**config.mk**
```make
export PLATFORM = sky130hd
export DESIGN_NAME = button_click_classifier
export DESIGN_NICKNAME = d
export VERILOG_FILES = /design/src/rtl/core/bcc_pkg.sv /design/src/rtl/core/bcc_cfg.sv /design/src/rtl/core/bcc_core.sv /design/src/rtl/core/button_click_classifier.sv
export VERILOG_INCLUDE_DIRS = /design/src /design/src/rtl/core
export SDC_FILE = /design/constraint.sdc
export NUM_CORES = 1
export LEC_CHECK = 0
export BUFFER_PORTS_ARGS = -buffer_cell sky130_fd_sc_hd__buf_2
export CAP_MARGIN = 20
export CORE_AREA = 2 2 206 208
export DETAILED_ROUTE_END_ITERATION = 6
export DIE_AREA = 0 0 208 210
export MAX_ROUTING_LAYER = met4
export PLACE_DENSITY = 0.76
export REMOVE_ABC_BUFFERS = 1
export SLEW_MARGIN = 20
export SYNTH_ARGS = -nofsm -noshare
export SYNTH_HDL_FRONTEND = slang
export SYNTH_HIERARCHICAL = 1
export SYNTH_SLANG_ARGS = --single-unit
```
**constraint.sdc**
```tcl
create_clock -name i_clk -period 6.8 [get_ports i_clk]
set_clock_uncertainty 0.15 [all_clocks]
set_input_delay 0.34 -clock i_clk [delete_from_list [all_inputs] [get_ports i_clk]]
set_output_delay 0.34 -clock i_clk [all_outputs]
set_load 0.01 [all_outputs]
```
**src/rtl/core/button_click_classifier_defines.svh**
```systemverilog
// Assertion helpers shared by the RTL.
`ifndef BUTTON_CLICK_CLASSIFIER_DEFINES_SVH
`define BUTTON_CLICK_CLASSIFIER_DEFINES_SVH

// Same-cycle implication, disabled while reset is asserted.
`define BCC_ASSERT_NOW(label, clk, rst_n, ante, cons, msg) \
    label: assert property (@(posedge clk) disable iff (!rst_n) (ante) |-> (cons)) \
        else $error(msg);

// Next-cycle implication, disabled while reset is asserted.
`define BCC_ASSERT_NEXT(label, clk, rst_n, ante, cons, msg) \
    label: assert property (@(posedge clk) disable iff (!rst_n) (ante) |=> (cons)) \
        else $error(msg);

`endif

```
**src/rtl/core/bcc_pkg.sv**
```systemverilog
package bcc_pkg;

    localparam int CFG_IDX_BITS = 3;
    localparam int CFG_DATA_BITS = 16;

    localparam logic [CFG_IDX_BITS-1:0] CFG_PRESSED_LEVEL   = 3'd0;
    localparam logic [CFG_IDX_BITS-1:0] CFG_DEBOUNCE_MS     = 3'd1;
    localparam logic [CFG_IDX_BITS-1:0] CFG_ARM_MS          = 3'd2;
    localparam logic [CFG_IDX_BITS-1:0] CFG_DBL_GAP_MS      = 3'd3;
    localparam logic [CFG_IDX_BITS-1:0] CFG_LONG_CLICK_MS   = 3'd4;
    localparam logic [CFG_IDX_BITS-1:0] CFG_REPEAT_GAP_MS   = 3'd5;
    localparam logic [CFG_IDX_BITS-1:0] CFG_SUPPRESS_LONG   = 3'd6;

    // bit positions in the single-click flag word
    localparam int SF_PREVENT = 0;
    localparam int SF_WAIT    = 1;
    localparam int SF_PENDING = 2;

    localparam logic [2:0] DBL_COUNT_MAX = 3'd7;

    typedef enum logic [1:0] {
        EV_NONE   = 2'd0,
        EV_CLICK  = 2'd1,
        EV_DOUBLE = 2'd2,
        EV_LONG   = 2'd3
    } t_event;

    typedef struct packed {
        logic        pressed_level;
        logic [15:0] debounce_ms;
        logic [15:0] arm_ms;
        logic [15:0] dbl_gap_ms;
        logic [15:0] long_click_ms;
        logic [15:0] repeat_gap_ms;
        logic        suppress_long;
    } t_cfg;

endpackage

```
**src/rtl/core/bcc_cfg.sv**
```systemverilog
module bcc_cfg
    import bcc_pkg::*;
(
    input  logic                     i_clk,
    input  logic                     i_rst_n,
    input  logic                     i_cfg_valid,
    output logic                     o_cfg_ready,
    input  logic [CFG_IDX_BITS-1:0]  i_cfg_index,
    input  logic [CFG_DATA_BITS-1:0] i_cfg_data,
    output t_cfg                     o_cfg
);

    t_cfg r_cfg;

    assign o_cfg_ready = 1'b1;
    assign o_cfg       = r_cfg;

    always_ff @(posedge i_clk) begin
        if (!i_rst_n) begin
            r_cfg.pressed_level   <= 1'b0;
            r_cfg.debounce_ms     <= 16'd20;
            r_cfg.arm_ms          <= 16'd80;
            r_cfg.dbl_gap_ms      <= 16'd30;
            r_cfg.long_click_ms   <= 16'd800;
            r_cfg.repeat_gap_ms   <= 16'd400;
            r_cfg.suppress_long   <= 1'b0;
        end else if (i_cfg_valid) begin
            case (i_cfg_index)
                CFG_PRESSED_LEVEL:   r_cfg.pressed_level   <= i_cfg_data[0];
                CFG_DEBOUNCE_MS:     r_cfg.debounce_ms     <= i_cfg_data;
                CFG_ARM_MS:          r_cfg.arm_ms          <= i_cfg_data;
                CFG_DBL_GAP_MS:      r_cfg.dbl_gap_ms      <= i_cfg_data;
                CFG_LONG_CLICK_MS:   r_cfg.long_click_ms   <= i_cfg_data;
                CFG_REPEAT_GAP_MS:   r_cfg.repeat_gap_ms   <= i_cfg_data;
                CFG_SUPPRESS_LONG:   r_cfg.suppress_long   <= i_cfg_data[0];
                default: ;
            endcase
        end
    end

endmodule

```
**src/rtl/core/bcc_core.sv**
```systemverilog
module bcc_core
    import bcc_pkg::*;
#(
    parameter int TIME_BITS = 32
)(
    input  logic                 i_clk,
    input  logic                 i_rst_n,
    input  t_cfg                 i_cfg,
    input  logic                 i_fire,
    input  logic                 i_level,
    input  logic [TIME_BITS-1:0] i_now,
    output t_event               o_event
);

    logic                 r_stable_level, n_stable_level;
    logic [TIME_BITS-1:0] r_change_time, n_change_time;
    logic [TIME_BITS-1:0] r_press_start, n_press_start;
    logic                 r_press_valid, n_press_valid;
    logic [TIME_BITS-1:0] r_repeat_due, n_repeat_due;
    logic                 r_repeat_valid, n_repeat_valid;
    logic [TIME_BITS-1:0] r_release_time, n_release_time;
    logic                 r_release_valid, n_release_valid;
    logic [2:0]           r_double_count, n_double_count;
    logic [2:0]           r_flags, n_flags;
    logic [TIME_BITS-1:0] r_single_after, n_single_after;
    logic [TIME_BITS-1:0] r_click_nb, n_click_nb;
    logic                 r_long_latch, n_long_latch;

    logic [TIME_BITS-1:0] held, since_change, since_release;
    logic [TIME_BITS-1:0] debounce_t, click_t, dbl_t, long_t;
    logic [TIME_BITS-1:0] repeat_at, click_at, single_at;
    logic                 reject, first_press, cond_long, cond_single, cond_dbl;
    t_event               ev;

    assign debounce_t    = TIME_BITS'(i_cfg.debounce_ms);
    assign click_t       = TIME_BITS'(i_cfg.arm_ms);
    assign dbl_t         = TIME_BITS'(i_cfg.dbl_gap_ms);
    assign long_t        = TIME_BITS'(i_cfg.long_click_ms);
    assign held          = i_now - r_press_start;
    assign since_change  = i_now - r_change_time;
    assign since_release = i_now - r_release_time;
    assign repeat_at     = i_now + TIME_BITS'(i_cfg.repeat_gap_ms);
    assign click_at      = i_now + TIME_BITS'(i_cfg.arm_ms >> 1);
    assign single_at     = i_now + TIME_BITS'({i_cfg.dbl_gap_ms, 1'b0});

    assign reject      = (i_level != r_stable_level) && (since_change < debounce_t);
    assign cond_long   = (held > long_t) && (!r_repeat_valid || i_now > r_repeat_due);
    assign cond_single = (held > click_t) && !r_flags[SF_WAIT] && !r_flags[SF_PREVENT]
                         && (i_now > r_single_after);
    assign cond_dbl    = (held > dbl_t) && !r_flags[SF_WAIT];

    always_comb begin
        n_stable_level  = r_stable_level;
        n_change_time   = r_change_time;
        n_press_start   = r_press_start;
        n_press_valid   = r_press_valid;
        n_repeat_due    = r_repeat_due;
        n_repeat_valid  = r_repeat_valid;
        n_release_time  = r_release_time;
        n_release_valid = r_release_valid;
        n_double_count  = r_double_count;
        n_flags         = r_flags;
        n_single_after  = r_single_after;
        n_click_nb      = r_click_nb;
        n_long_latch    = r_long_latch;
        first_press     = 1'b0;
        ev              = EV_NONE;

        if (!reject) begin
            n_stable_level = i_level;
            n_change_time  = i_now;
            if (i_level == i_cfg.pressed_level) begin
                if (!r_press_valid) begin
                    n_press_start = i_now;
                    n_press_valid = 1'b1;
                    first_press   = 1'b1;
                end else if (cond_long) begin
                    n_repeat_due           = repeat_at;
                    n_repeat_valid         = 1'b1;
                    n_double_count         = 3'd0;
                    n_long_latch           = 1'b1;
                    n_flags[SF_PREVENT]    = 1'b1;
                    n_flags[SF_PENDING]    = 1'b1;
                end else if (cond_single) begin
                    n_flags[SF_WAIT]    = 1'b1;
                    n_flags[SF_PENDING] = 1'b1;
                    n_click_nb          = click_at;
                end else if (cond_dbl) begin
                    if (r_release_valid && since_release > dbl_t) begin
                        n_single_after = single_at;
                        if (r_double_count < DBL_COUNT_MAX) begin
                            n_double_count = r_double_count + 3'd1;
                        end
                    end
                    n_release_valid = 1'b0;
                end
            end else begin
                if (i_now > r_click_nb && r_flags[SF_PENDING]) begin
                    n_double_count = 3'd0;
                    ev             = EV_CLICK;
                end
                n_release_time  = i_now;
                n_release_valid = 1'b1;
                n_press_valid   = 1'b0;
                n_repeat_valid  = 1'b0;
                n_flags         = 3'd0;
                n_long_latch    = 1'b0;
            end

            if (!first_press) begin
                if (n_flags[SF_PENDING] && n_double_count > 3'd1) begin
                    n_double_count      = 3'd0;
                    n_flags[SF_PREVENT] = 1'b0;
                    n_single_after      = '0;
                    ev                  = EV_DOUBLE;
                end
                // long press wins over a double click in the same sample
                if (n_long_latch && !i_cfg.suppress_long && n_flags[SF_PENDING]) begin
                    n_flags[SF_PREVENT] = 1'b1;
                    n_flags[SF_PENDING] = 1'b0;
                    n_repeat_due        = repeat_at;
                    n_repeat_valid      = 1'b1;
                    ev                  = EV_LONG;
                end
            end
        end
    end

    assign o_event = ev;

    always_ff @(posedge i_clk) begin
        if (!i_rst_n) begin
            r_stable_level  <= 1'b0;
            r_change_time   <= '0;
            r_press_start   <= '0;
            r_press_valid   <= 1'b0;
            r_repeat_due    <= '0;
            r_repeat_valid  <= 1'b0;
            r_release_time  <= '0;
            r_release_valid <= 1'b0;
            r_double_count  <= 3'd0;
            r_flags         <= 3'd0;
            r_single_after  <= '0;
            r_click_nb      <= '0;
            r_long_latch    <= 1'b0;
        end else if (i_fire) begin
            r_stable_level  <= n_stable_level;
            r_change_time   <= n_change_time;
            r_press_start   <= n_press_start;
            r_press_valid   <= n_press_valid;
            r_repeat_due    <= n_repeat_due;
            r_repeat_valid  <= n_repeat_valid;
            r_release_time  <= n_release_time;
            r_release_valid <= n_release_valid;
            r_double_count  <= n_double_count;
            r_flags         <= n_flags;
            r_single_after  <= n_single_after;
            r_click_nb      <= n_click_nb;
            r_long_latch    <= n_long_latch;
        end
    end

endmodule

```
**src/rtl/core/button_click_classifier.sv**
```systemverilog
// Button click classifier.
// Input channel (i_in_valid / o_in_ready): one item per pin sample, the raw level
// i_level and a wrapping millisecond timestamp i_now_ms.
// Output channel (o_out_valid / i_out_ready): exactly one item per sample,
// o_event_res = none, click, double click or long press.
// Config channel (i_cfg_valid / o_cfg_ready): register index and 16-bit data;
// always ready; the user must write it only while no sample is in flight,
// which the block itself does not enforce. Each sample is held in the input
// register, then its result is registered in the result register.
// Throughput: one item per cycle while the receiver keeps up; the classifier is
// a single pass of compares and adds between the two registers.
// A stalled receiver holds the result register; the input register keeps
// taking one more item, after which o_in_ready drops until the result drains.
// Reset (synchronous, active low) empties both registers, clears all
// press tracking state and loads the default thresholds.
`include "button_click_classifier_defines.svh"

module button_click_classifier
    import bcc_pkg::*;
#(
    parameter int TIME_BITS = 32
)(
    input  logic                     i_clk,
    input  logic                     i_rst_n,
    // sample channel
    input  logic                     i_in_valid,
    output logic                     o_in_ready,
    input  logic                     i_level,
    input  logic [31:0]              i_now_ms,
    // event channel
    output logic                     o_out_valid,
    input  logic                     i_out_ready,
    output logic [1:0]               o_event_res,
    // configuration channel
    input  logic                     i_cfg_valid,
    output logic                     o_cfg_ready,
    input  logic [CFG_IDX_BITS-1:0]  i_cfg_index,
    input  logic [CFG_DATA_BITS-1:0] i_cfg_data
);

    t_cfg                 cfg;
    t_event               core_event;
    logic                 advance;

    // input register
    logic                 r_in_valid;
    logic                 r_level;
    logic [TIME_BITS-1:0] r_now;

    // result register
    logic                 r_out_valid;
    t_event               r_event;

    bcc_cfg u_cfg (
        .i_clk       (i_clk),
        .i_rst_n     (i_rst_n),
        .i_cfg_valid (i_cfg_valid),
        .o_cfg_ready (o_cfg_ready),
        .i_cfg_index (i_cfg_index),
        .i_cfg_data  (i_cfg_data),
        .o_cfg       (cfg)
    );

    // the held sample moves on (and commits its state update) when the
    // result register is empty or being drained this cycle
    assign advance    = r_in_valid && (!r_out_valid || i_out_ready);
    assign o_in_ready = !r_in_valid || advance;

    always_ff @(posedge i_clk) begin
        if (!i_rst_n) begin
            r_in_valid <= 1'b0;
        end else if (o_in_ready) begin
            r_in_valid <= i_in_valid;
        end
    end

    // timestamp bits above TIME_BITS are dropped, narrower ones zero-extended
    always_ff @(posedge i_clk) begin
        if (i_in_valid && o_in_ready) begin
            r_level <= i_level;
            r_now   <= TIME_BITS'(i_now_ms);
        end
    end

    bcc_core #(
        .TIME_BITS (TIME_BITS)
    ) u_core (
        .i_clk   (i_clk),
        .i_rst_n (i_rst_n),
        .i_cfg   (cfg),
        .i_fire  (advance),
        .i_level (r_level),
        .i_now   (r_now),
        .o_event (core_event)
    );

    always_ff @(posedge i_clk) begin
        if (!i_rst_n) begin
            r_out_valid <= 1'b0;
        end else if (advance) begin
            r_out_valid <= 1'b1;
        end else if (i_out_ready) begin
            r_out_valid <= 1'b0;
        end
    end

    always_ff @(posedge i_clk) begin
        if (advance) begin
            r_event <= core_event;
        end
    end

    assign o_out_valid = r_out_valid;
    assign o_event_res = r_event;

    `BCC_ASSERT_NEXT(a_advance_fills_out, i_clk, i_rst_n, advance, r_out_valid, "item lost between registers")
    `BCC_ASSERT_NOW(a_stall_only_full, i_clk, i_rst_n, !o_in_ready, r_in_valid && r_out_valid, "input stalled with room")
    `BCC_ASSERT_NOW(a_click_on_release, i_clk, i_rst_n, advance && core_event == EV_CLICK, r_level != cfg.pressed_level, "click while pressed")

endmodule

```
# --- Word level (Yosys, flattened, before mapping) ---
# Cells that the tools add are included.
totals:
  mem_count: 0
  input_bits: 57
  ram_bits: 0
  register_bits: 322
  word_cells: 160
  latchBits: 0
  romBits: 0
op_classes:
  n_bitwise: 4
  n_reduce_logical: 37
  div: 0
  shifts: 0
  n_mul: 0
  addsub: 7
  mux: 61
  eq_ne: 15
  magnitude_cmp: 10
ops:
  columns: ["cell", "count"]
  rows:
  - ["$mux 32", 13]
  - ["$gt 32x16->1", 4]
  - ["$gt 32x32->1", 3]
  - ["$sub 32x32->32", 3]
  - ["$mux 3", 14]
  - ["$add 32x15->32", 1]
  - ["$add 32x16->32", 1]
  - ["$add 32x17->32", 1]
  - ["$lt 32x16->1", 1]
  - ["$mux 1", 29]
  - ["$reduce_and 2->1", 8]
  - ["$logic_and 1x1->1", 13]
  - ["$reduce_and 6->1", 2]
  - ["$mux 2", 5]
  - ["$eq 3x3->1 const B", 3]
  - ["$eq 3x2->1 const B", 2]
  - ["$logic_not 1->1", 6]
  - ["$ne 3x1->1 const B", 2]
  - ["$reduce_and 5->1", 1]
  - ["$ne 2x1->1 const B", 2]
  - ["$ne 2x2->1 const B", 2]
  - ["$not 1->1", 4]
  - ["$reduce_and 4->1", 1]
  - ["$add 3x1->3 const B", 1]
  - ["other kinds (10)", 12]

# --- Longest topological paths before layout ---
logic_depth:
  word_depth: 15
  depth_mapped: 27

# --- Cells and area by module ---
# Netlist, hierarchy kept.
by_module_without_submodules:
  columns: ["mod", "n_inst", "area_each_um2", "seq_area_each_um2", "cells_each"]
  rows:
  - ["bcc_core", 1, 20299.5, 4063.9, 2724]
  - ["bcc_cfg", 1, 3168.0, 1641.6, 304]
  - ["button_click_classifier", 1, 1154.9, 1091.0, 44]

# --- Least setup slack after synthesis ---
# OpenSTA, ideal clock, no wires.
synth_timing:
  path_kind: "flip-flop to flip-flop"
  startpoint: "register r_now[7]"
  endpoint: "register u_core.r_double_count[0]"
  arrival_time_ps: 5005
  setup_ps: 134
  synth_period_minus_slack_ps: 5289
  slack_ps: 1511
  path_stages_with_launch: 26
  path_cell_list: "edfxtp_1 > ha_1 > a21o_1 > a21o_1 > o31ai_1 > nand2b_1 > and2_1 > o21ai_0 > nand2b_1 > a21oi_1 > o21bai_1 > xor2_1 > ha_1 > nand2_1 > nor2_1 > a221oi_1 > o21ai_0 > a41oi_1 > o221a_2 > nand3_1 > o21a_1 > o41ai_2 > o311ai_2 > a311oi_2 > buf_4 > nor4_1"
synth_via:
  elab_chain_cells: 14
  word_cells_on_any_way: 39
  classes_between: "add/sub: 3; order compare: 9; mux: 15; bitwise: 1; reduce/logical: 11"
synth_rtl:
  columns: ["item", "line", "text"]
  rows:
  - ["start: declaration", "button_click_classifier.sv:48", "logic [TIME_BITS-1:0] r_now;"]
  - ["start signal: assignment", "button_click_classifier.sv:81", "r_now <= TIME_BITS'(i_now_ms);"]
  - ["$sub 32x32->32, on equally long branches", "bcc_core.sv:41, bcc_core.sv:39", null]
  - ["$gt 32x16->1, on equally long branches", "bcc_core.sv:89, bcc_core.sv:48", null]
  - ["$logic_and 1x1->1, on equally long branches", "bcc_core.sv:89, bcc_core.sv:48", null]
  - ["$mux 3 or $logic_and 1x1->1 (tied branches)", "bcc_core.sv:89, bcc_core.sv:48", null]
  - ["$mux 3 or $logic_and 1x1->1 (tied branches)", "bcc_core.sv:88, bcc_core.sv:49", null]
  - ["$mux 3", "bcc_core.sv:84", "end else if (cond_single) begin"]
  - ["$mux 3", "bcc_core.sv:77", "end else if (cond_long) begin"]
  - ["$mux 3", "bcc_core.sv:73", "if (!r_press_valid) begin"]
  - ["$mux 3", "bcc_core.sv:72", "if (i_level == i_cfg.pressed_level) begin"]
  - ["$mux 3", "bcc_core.sv:69", "if (!reject) begin"]
  - ["$gt 3x1->1", "bcc_core.sv:111", "if (n_flags[SF_PENDING] && n_double_count > 3'd1) begin"]
  - ["$logic_and 1x1->1", "bcc_core.sv:111", null]
  - ["$mux 3", "bcc_core.sv:111", null]
  - ["$mux 3", "bcc_core.sv:110", "if (!first_press) begin"]
  - ["end signal: assignment", "bcc_core.sv:155", "r_double_count <= n_double_count;"]
  - ["end: declaration", "bcc_core.sv:23", "logic [2:0] r_double_count, n_double_count;"]
# Parallel ways exist; a longest one is shown, timed or not. The select of a mux whose other input is x is not followed.
# A chain may end at the register's enable or synchronous reset.

# --- Final worst setup path ---
layout_timing:
  startpoint: "register r_now[0]"
  endpoint: "register u_core.r_repeat_due[7]"
layout_via:
  elab_chain_cells: 13
  word_cells_on_any_way: 32
  classes_between: "add/sub: 3; order compare: 5; mux: 14; bitwise: 1; reduce/logical: 9"
layout_rtl:
  columns: ["item", "line", "text"]
  rows:
  - ["$sub 32x32->32", "bcc_core.sv:39", "assign held = i_now - r_press_start;"]
  - ["$gt 32x16->1", "bcc_core.sv:48", "assign cond_single = (held > click_t) && !r_flags[SF_WAIT] && !r_flags[SF_PREVENT]"]
  - ["$logic_and 1x1->1 (2 in a row)", "bcc_core.sv:48", null]
  - ["$logic_and 1x1->1", "bcc_core.sv:49", "&& (i_now > r_single_after);"]
  - ["$mux 2", "bcc_core.sv:84", null]
  - ["$mux 1", "bcc_core.sv:77", null]
  - ["$mux 3", "bcc_core.sv:73", null]
  - ["$mux 3", "bcc_core.sv:72", null]
  - ["$mux 3", "bcc_core.sv:69", null]
  - ["$logic_and 1x1->1", "bcc_core.sv:118", "if (n_long_latch && !i_cfg.suppress_long && n_flags[SF_PENDING]) begin"]
  - ["$mux 32", "bcc_core.sv:118", null]
  - ["$mux 32", "bcc_core.sv:110", null]
  - ["end signal: assignment", "bcc_core.sv:151", "r_repeat_due <= n_repeat_due;"]
  - ["end: declaration", "bcc_core.sv:19", "logic [TIME_BITS-1:0] r_repeat_due, n_repeat_due;"]
# Parallel ways exist; a longest one is shown, timed or not. The select of a mux whose other input is x is not followed.

==> results.md <==
* Worst-Margin Slew at 1.122 ns
* CTS tree: built
* Most frequent cells in the layout: nand2_1 (405), ha_1 (316), inv_1 (303)
* Number of global-route vias before repair at 22590
* Power Density at 198.6 nW/um^2
* FF-to-FF End: u_core/r_repeat_due[7]
* Final Non-Filler Cells at 3739
* Clk sinks at 322
* Family with the most delay on the worst path: compound AO/OA/AOI/OAI gates
* Root Buffer: clkbuf_16
* Crit Path Category: reg2reg
* FFs w/ async S/R, synth at 0%
* Number of remaining DRC errors at 0
* RSZ-0062 raised after global routing: false
* Worst Hold End: o_out_valid
* Placed Cells at 3614
* Max Clock Freq at 0.1553 GHz
* Peak supply drop at 0.0001710 V
* DR pass1 iterations at 5
* Cts bufs inserted at 39
* Synthesized area at 24620 um^2
* Final min period at 6.441 ns
* Post-route setup TNS at 0 ns
* Final Max Slew Viols at 0
* GR Util All Layers at 35.98%
* Final Hold Fails at 0
* Syn_area_per_cell at 8.015 um^2
* Drt initial violations at 2071
* Total power at 5.462 mW
* Routed Antenna Nets at 0
* Worst-path clk slew at 0.06 ns
* Nets at 3548
* Ports at 62
* Yosys reg bits at 322
* Max-cap violations at 0
* Maximum clock path buffer count at 3
* H-Tree Depth at 2
* PostCTS Resize Cnt at 0
* Fraction of layout cells with a size suffix above 1 at 7.786%
* Yosys cell types at 86
* Final Cycle Share at 94.72%
* First-pass GRT wire length at 121300 um
* Gp weighted congestion at 1.017
* Row Count at 75
* Die area at 43680 um^2
* Hold Path Stages at 2
* Crit path DAT at 6.77 ns
* Worst setup margin at 0.3593 ns
* # port buffers at 60
* DP Area at 25680 um^2
* Initial core utilization at 59.36%
* Largest net degree at the start of global routing at 72
* Finished Core Util at 66.30%
* Area added between synthesis and finish at 11.69%
* Yosys warning total at 6
* Post-layout instance area at 27500 um^2
* Die H at 210 um
* CP max stage cell: nand2_1
* HPWL after detailed placement at 58940 um
* Routed WL at 78420 um
* Max FO, Critical Path at 18
* Main synth FF type: dfxtp_1
* Commonest non-fill, non-tap cell in the layout: nand2_1
* Worst setup EP type: register
* Hold Crit Start: i_rst_n
* Dpl ws at 0.4941 ns
* Initial antenna violation count at 1
* LEAKAGE at 11.42 nW
* Largest stage delay, worst path at 0.67 ns
* DR vias at 23300
* Die X at 208 um
* Crit path launch type: register
* Avg WL per Cell at 20.97 um
* Status: complete, no violations
* Post-synth EDFFs at 35
* GR Overflow Total at 0
* RR Startpoint: r_now[0]
* Reg2Reg Depth at 26
* Sequential fraction of the synthesis area at 27.60%
* Slew HR at 24.16%
* Min-delay worst type: in2reg
* R2r setup slk at 0.36 ns
* CP Buf/Inv Count at 3
* Most used cell, CP: nand2b_1
* Synth Instances at 3072
* Post-DR vias/cell at 6.232
* Critical Path RT at 7.13 ns
* # setup viols final at 0
* Core ar. at 41480 um^2
* Min Hold Slack at 0.04041 ns
* Worst-skew pair later-pin latency at 0.57 ns
-- report_power, final --
group | switching (mW) | internal, mW | leakage [nW] | total (mW)
combinational | 0.806 | 0.521 | 8.12 | 1.33
sequential | 0.0538 | 1.97 | 2.67 | 2.03
clock | 0.864 | 1.24 | 0.635 | 2.11
total | 1.72 | 3.74 | 11.4 | 5.46
-- what timing repair did --
item | 4_1_cts | 5_1_grt
setup buffers | 0 | 5
setup endpoints to repair | 0 | 2
hold buffers | 48 | 0
endpoints found under the hold margin | 50 | 0
-- worst register-to-register path, stage by stage, from the launching register on --
cell      delay, ns
edfxtp_1       0.51
inv_1          0.11
buf_4          0.18
ha_1           0.26
nand2b_1       0.20
a211oi_1       0.51
o31ai_1        0.14
nand2b_1       0.11
and2_1         0.15
o21ai_0        0.08
nand2b_1       0.11
a21oi_1        0.08
o21bai_1       0.15
xor2_1         0.33
ha_1           0.31
nand2_1        0.08
nor2_1         0.07
a221oi_1       0.22
o21ai_0        0.12
a41oi_1        0.30
o221a_2        0.25
nand3_1        0.17
o21a_1         0.34
nand2_1        0.67
a21o_1         0.24
buf_4          0.28
mux2i_1        0.24
-- final cells by class --
type                    count  area, um^2
clock buffers              56        1180
fillers                  3517       13980
well taps                 539       674.4
diodes                      2       5.005
flip-flops and latches    322        6797
clock inverters            14       108.9
multi-input cells        2321       16200
inverters                 304        1146
repair buffers            181        1394
-- flip-flops by register name (all words and copies together) (netlist names), 2 cells and up --
signal,cells
r_now,32
u_core/r_click_nb,32
u_core/r_release_time,32
u_core/r_repeat_due,32
u_core/r_change_time,32
u_core/r_single_after,32
u_core/r_press_start,32
u_cfg/o_cfg,82
u_core/r_double_count,3
u_core/r_flags,3
o_event_res,2
-- routing by layer --
metal	vias up	global-route usage, %	routed length, um
met2	975	57.59	35390
met1	11100	46.01	33690
met4	0	15.77	3712
met5	-	-	0
li1	11020	-	-
met3	207	4.306	5628
-- how the worst max path moves through the flow --
| stage | start | cells past startpoint | endpoint | slack [ns] |
|---|---|---|---|---|
| floorplan | r_now[0] | 23 | u_core/r_press_start[0] | -0.58 |
| global placement | r_now[0] | 22 | u_core/r_single_after[3] | 0.54 |
| detailed placement | r_now[3] | 26 | u_core/r_single_after[31] | 0.49 |
| CTS | r_now[3] | 26 | u_core/r_single_after[31] | 0.45 |
| global route | r_now[3] | 25 | u_core/r_repeat_due[7] | 0.03 |
| finish | r_now[0] | 26 | u_core/r_repeat_due[7] | 0.36 |
-- cell usage after synthesis, types with 10 or more instances --
cell type    n  area, um^2
nand2_1    405        1520
ha_1       316        3954
inv_1      303        1137
dfxtp_1    287        5746
a21oi_1    282        1411
nor2_1     178       668.1
mux2i_1    142        1421
o21ai_0    114       570.6
a21o_1      93       698.2
clkbuf_1    89       334.1
xnor2_1     83       727.0
nor3_1      77       385.4
a211oi_1    68       510.5
xor2_1      56       490.5
nand4_1     52       325.3
nor2b_1     47       294.0
nand3_1     42       210.2
edfxtp_1    35        1051
o21a_1      34       255.2
nand2b_1    27       168.9
o211ai_1    23       172.7
and3_1      19       118.9
a31oi_1     16       100.1
and2_1      16       100.1
nor4_1      14       87.58
o21bai_1    14       105.1
buf_2       13       65.06
or3_1       13       81.33
a21boi_0    12       90.09
buf_1       10       37.54
or2_2       10       62.56
-- cells by family (layout without fill, tap and decap cells) --
kind of cell               Yosys count  count (layout)  synth area share [%]
DFF                                322             322                 27.60
AOI/OAI and AO/OA                  769             769                 20.08
buffers and inverters              429             555                 6.880
adders and majority gates          322             322                 16.55
muxes                              145             145                 5.910
xor gates and xnor gates           139             139                 4.944
and+or+nand+nor                    945             945                 18.02
other                                1               3               0.01523
Note: power is estimated with default switching activity, not from simulation.
